`config.mk`:
```
export PLATFORM = sky130hd
export DESIGN_NAME = skvs_merge
export DESIGN_NICKNAME = d
export VERILOG_FILES = /design/src/rtl/core/skvs_pkg.sv /design/src/rtl/core/skvs_merge.sv
export SDC_FILE = /design/constraint.sdc
export NUM_CORES = 1
export LEC_CHECK = 0
export BUFFER_PORTS_ARGS = -buffer_cell sky130_fd_sc_hd__buf_2
export CORE_MARGIN = 10
export CORE_UTILIZATION = 50
export CTS_CLUSTER_SIZE = 40
export DETAILED_ROUTE_END_ITERATION = 12
export PLACE_DENSITY = 0.8
export SETUP_SLACK_MARGIN = 0.02
export SYNTH_ARGS = -nofsm -noshare
export SYNTH_HDL_FRONTEND = slang
export SYNTH_SLANG_ARGS = --single-unit
```
`constraint.sdc`:
```
create_clock -name i_clk -period 10.25 [get_ports i_clk]
set_input_delay 1.025 -clock i_clk [delete_from_list [all_inputs] [get_ports i_clk]]
set_output_delay 1.025 -clock i_clk [all_outputs]
set_load 0.02 [all_outputs]
```
`src/rtl/core/skvs_pkg.sv`:
```
package skvs_pkg;

    localparam int KEY_BITS = 32;
    localparam int VAL_BITS = 64;

    localparam logic CMD_PUSH = 1'b0;
    localparam logic CMD_POP  = 1'b1;

    localparam logic [1:0] ST_OK       = 2'd0;
    localparam logic [1:0] ST_FULL     = 2'd1;
    localparam logic [1:0] ST_DRAINING = 2'd2;
    localparam logic [1:0] ST_EMPTY    = 2'd3;

    typedef struct packed {
        logic                       cmd;
        logic signed [KEY_BITS-1:0] key;
        logic [VAL_BITS-1:0]        value;
    } t_cmd;

    typedef struct packed {
        logic [1:0]                 status;
        logic signed [KEY_BITS-1:0] out_key;
        logic [VAL_BITS-1:0]        out_value;
        logic                       last;
    } t_result;

    // one stored pair
    typedef struct packed {
        logic signed [KEY_BITS-1:0] key;
        logic [VAL_BITS-1:0]        value;
    } t_entry;

    // merge sequencer status towards the command controller
    typedef struct packed {
        logic done;
        logic we;
        logic src;
    } t_merge_stat;

endpackage

```
`src/rtl/core/skvs_merge.sv`:
```
module skvs_merge
    import skvs_pkg::*;
#(
    parameter int CW = 11,
    parameter int AW = 10
) (
    input  logic          i_clk,
    input  logic          i_rst_n,
    input  logic          i_start,
    input  logic [CW-1:0] i_count,
    input  t_entry        i_head_a,
    input  t_entry        i_head_b,
    output logic [AW-1:0] o_ra,
    output logic [AW-1:0] o_rb,
    output logic [AW-1:0] o_wa,
    output t_entry        o_wd,
    output t_merge_stat   o_stat
);

    localparam logic [1:0] M_IDLE  = 2'd0;
    localparam logic [1:0] M_RUN   = 2'd1;
    localparam logic [1:0] M_MERGE = 2'd2;

    logic [1:0]    r_state, n_state;
    logic [CW-1:0] r_n, n_n, r_w, n_w, r_lo, n_lo, r_mid, n_mid, r_hi, n_hi;
    logic [CW-1:0] r_i, n_i, r_j, n_j, r_k, n_k;
    logic          r_src, n_src, r_done, n_done;
    logic [CW:0]   lo_w, lo_2w, w_2;
    logic [CW-1:0] run_mid, run_hi;
    logic          take_b;

    // run bounds clamped to the set size
    always_comb begin
        lo_w    = {1'b0, r_lo} + {1'b0, r_w};
        lo_2w   = lo_w + {1'b0, r_w};
        w_2     = {r_w, 1'b0};
        run_mid = (lo_w  > {1'b0, r_n}) ? r_n : lo_w[CW-1:0];
        run_hi  = (lo_2w > {1'b0, r_n}) ? r_n : lo_2w[CW-1:0];
        take_b  = (r_i >= r_mid) || ((r_j < r_hi) && (i_head_b.key < i_head_a.key));
    end

    always_comb begin
        n_state = r_state;
        n_n     = r_n;
        n_w     = r_w;
        n_lo    = r_lo;
        n_mid   = r_mid;
        n_hi    = r_hi;
        n_i     = r_i;
        n_j     = r_j;
        n_k     = r_k;
        n_src   = r_src;
        n_done  = 1'b0;
        o_ra    = r_i[AW-1:0];
        o_rb    = r_j[AW-1:0];
        o_wa    = r_k[AW-1:0];
        o_wd    = take_b ? i_head_b : i_head_a;
        o_stat  = '{done: r_done, we: 1'b0, src: r_src};
        case (r_state)
            M_IDLE: begin
                if (i_start) begin
                    n_n   = i_count;
                    n_w   = CW'(1);
                    n_lo  = '0;
                    n_src = 1'b0;
                    if (i_count <= CW'(1)) begin
                        n_done = 1'b1;
                    end else begin
                        n_state = M_RUN;
                    end
                end
            end
            M_RUN: begin
                n_i     = r_lo;
                n_j     = run_mid;
                n_k     = r_lo;
                n_mid   = run_mid;
                n_hi    = run_hi;
                o_ra    = r_lo[AW-1:0];
                o_rb    = run_mid[AW-1:0];
                n_state = M_MERGE;
            end
            M_MERGE: begin
                o_stat.we = 1'b1;
                if (take_b) begin
                    n_j = r_j + CW'(1);
                end else begin
                    n_i = r_i + CW'(1);
                end
                n_k  = r_k + CW'(1);
                o_ra = n_i[AW-1:0];
                o_rb = n_j[AW-1:0];
                if (n_k == r_hi) begin
                    if (r_hi == r_n) begin
                        // pass complete, the written bank becomes the source
                        n_src = ~r_src;
                        n_lo  = '0;
                        if (w_2 >= {1'b0, r_n}) begin
                            n_done  = 1'b1;
                            n_state = M_IDLE;
                        end else begin
                            n_w     = w_2[CW-1:0];
                            n_state = M_RUN;
                        end
                    end else begin
                        n_lo    = r_hi;
                        n_state = M_RUN;
                    end
                end
            end
            default: begin
                n_state = M_IDLE;
            end
        endcase
    end

    always_ff @(posedge i_clk) begin
        if (!i_rst_n) begin
            r_state <= M_IDLE;
            r_src   <= 1'b0;
            r_done  <= 1'b0;
        end else begin
            r_state <= n_state;
            r_src   <= n_src;
            r_done  <= n_done;
        end
        r_n   <= n_n;
        r_w   <= n_w;
        r_lo  <= n_lo;
        r_mid <= n_mid;
        r_hi  <= n_hi;
        r_i   <= n_i;
        r_j   <= n_j;
        r_k   <= n_k;
    end

endmodule

```
==> results.json <==
{
  "outcome": "finished, final reports clean",
  "grt_antenna_before_repair": 8,
  "postCtsSetupRepairBufs": 0,
  "path_max_fanout": 95,
  "io_pins": 335,
  "critPathRequiredTime_ns": 9.23,
  "final_max_slew_viol_count": 0,
  "insertion_delay_ns": 0.35,
  "end_kind": "output pin",
  "initial_core_util": 0.505,
  "grt_pass1_wl_um": 55700,
  "fin_util": 0.607,
  "clock_skew_ns": 0.00696,
  "worst-setup-path-type": "in2out",
  "cts_resized": 0,
  "hpwl_um": 31700,
  "finalCritPeriodShare": 0.602,
  "post_drt_via_cell_ratio": 5.81,
  "synth_area_um2": 9410,
  "ys_types": 77,
  "ant_nets": 0,
  "drt-initial-drc-count": 981,
  "tritoncts": "built",
  "finalWirelength_um": 38400,
  "holdWs_ns": 0.495,
  "ys.flop_type": "edfxtp_1",
  "r2r-start": "r_w[0]",
  "track_usage": 0.294,
  "max_freq_mhz": 162,
  "grt_max_degree": 96,
  "clock-root-buffer": "clkbuf_16",
  "synth_cells": 1148,
  "drv_cap": 0,
  "grt-ovfl-total": 0,
  "tightest_slew_ns": 1.14,
  "layout_commonest_cell": "buf_2",
  "avgSynthCellArea_um2": 8.20,
  "grt_pass1_vias": 9040,
  "drc": 0,
  "area_delta_synth_final_pct": 20.3,
  "place.gp.congestion": 1.10,
  "cts_sinks": 92,
  "htreeDepth": 3,
  "firstDrtPassIters": 7,
  "cts_buffers": 9,
  "clk_pin_slew_ns": 0.07,
  "min_path_type": "reg2reg",
  "hold_violations": 0,
  "grt_setup_unrepaired": "false",
  "final_cell_mix": "buf_2 (334), nand2_1 (277), ha_1 (114)",
  "die_area_um2": 24700,
  "max_slew_margin": 0.236,
  "finalSetupViolCount": 0,
  "ys_async_sr_fraction": 0,
  "ys_seq_area_frac": 0.289,
  "synth_edf_count": 88,
  "io_buffer_count": 334,
  "clockBufferDepth": 2,
  "drive_above_1_share": 0.264,
  "cp-startpoint": "i_head_a[85]",
  "vias": 9789,
  "synth-seq-cells": 92,
  "fin_setup_tns_ns": 0,
  "syn_nets": 1471,
  "min_period_ns": 6.17,
  "worstHoldStart": "r_src",
  "arrival_ns": 5.14,
  "die_h_um": 157,
  "start_kind": "primary input",
  "nets": 1760,
  "num_rows": 50,
  "coreArea_um2": 18600,
  "drt-wirelength-per-cell_um": 22.8,
  "yosys_warnings": 0,
  "hold_buffers": 0,
  "die_x_um": 157
}
## critical path, cell delays in order
cell	delay, ns
buf_2	0.08
inv_1	0.07
ha_1	0.32
nand4_1	0.14
nor4_1	0.48
nand3_1	0.14
o21ai_1	0.16
o21bai_1	0.08
a211o_1	0.49
nand2_4	0.60
buf_4	0.79
nand2_1	0.11
o21ai_1	0.26
buf_2	0.26
## registers in the layout, indices dropped and copies added (netlist names)
register / cells
r_mid: 11
r_j: 11
r_i: 11
r_lo: 11
r_state: 2
r_src: 1
r_hi: 11
r_done: 1
r_n: 11
r_k: 11
r_w: 11
## Yosys cell counts, types with 3 or more instances
master	n	share of area
a211o_1	3	0.0028
a211oi_1	9	0.0072
a21boi_2	3	0.0036
a21o_1	14	0.011
a21oi_1	54	0.029
a22o_1	3	0.0028
a22oi_1	8	0.0064
a31oi_1	10	0.0066
and2_1	23	0.015
and3_1	10	0.0066
buf_1	5	0.0020
buf_2	11	0.0058
buf_4	18	0.014
buf_6	12	0.014
clkbuf_1	14	0.0056
dfxtp_1	4	0.0085
edfxtp_1	88	0.28
ha_1	115	0.15
inv_1	87	0.035
mux2_1	7	0.0084
mux2_2	9	0.011
mux2i_1	16	0.017
nand2_1	277	0.11
nand2b_1	7	0.0047
nand3_1	34	0.018
nand4_1	19	0.013
nor2_1	48	0.019
nor2b_1	9	0.0060
nor3_1	12	0.0064
nor4_1	10	0.0066
o211a_1	3	0.0032
o211ai_1	13	0.010
o21a_1	8	0.0064
o21ai_0	21	0.011
o21ai_1	37	0.020
o311ai_1	3	0.0028
o31ai_1	4	0.0032
or3_1	12	0.0080
or4_1	5	0.0040
xnor2_1	37	0.034
xor2_1	25	0.023
## through the flow
step	worst slack, ns	std cells	cell area [um2]
6_report	4.08	1684	11300
5_1_grt	3.75	1684	11300
4_1_cts	4.16	1676	11300
3_5_place_dp	4.18	1660	11000
3_3_place_gp	4.25	1660	11000
2_1_floorplan	5.37	1148	9410
## layout make-up
| cell class | instances | area (um2) |
|---|---|---|
| multi-input cells | 908 | 5970 |
| well taps | 234 | 293 |
| fillers | 1708 | 7320 |
| flip-flops and latches | 92 | 2720 |
| diodes | 8 | 20.0 |
| repair buffers | 338 | 1700 |
| clock buffers | 9 | 225 |
| inverters | 88 | 330 |
| clock inverters | 7 | 66.3 |
## kinds of logic after synthesis
| group | synth area share |
|---|---|
| and+or+nand+nor | 0.226 |
| AOI/OAI and AO/OA | 0.157 |
| buffers and inverters | 0.0772 |
| adders and majority gates | 0.157 |
| DFF | 0.289 |
| xor gates and xnor gates | 0.0577 |
| muxes | 0.0362 |
## per-layer routing
metal | routed length, um | GRT usage | part of all wire
met3 | 3410 | 0.0461 | 0.089
met4 | 1290 | 0.120 | 0.034
met5 | 0 | 0 | 0
met1 | 14900 | 0.362 | 0.39
met2 | 18800 | 0.502 | 0.49
## worst paths after layout
path                            cells past startpoint  slack [ns]        to
worst max-delay path                               14        4.08  o_wd[88]
worst min-delay path                                2        0.49     r_src
worst max register to register                     19        4.43   r_hi[3]
worst min register to register                      2        0.49     r_src
Power is not shown: default switching activity piles up to over one toggle a cycle in this logic, so the estimate is an artifact.
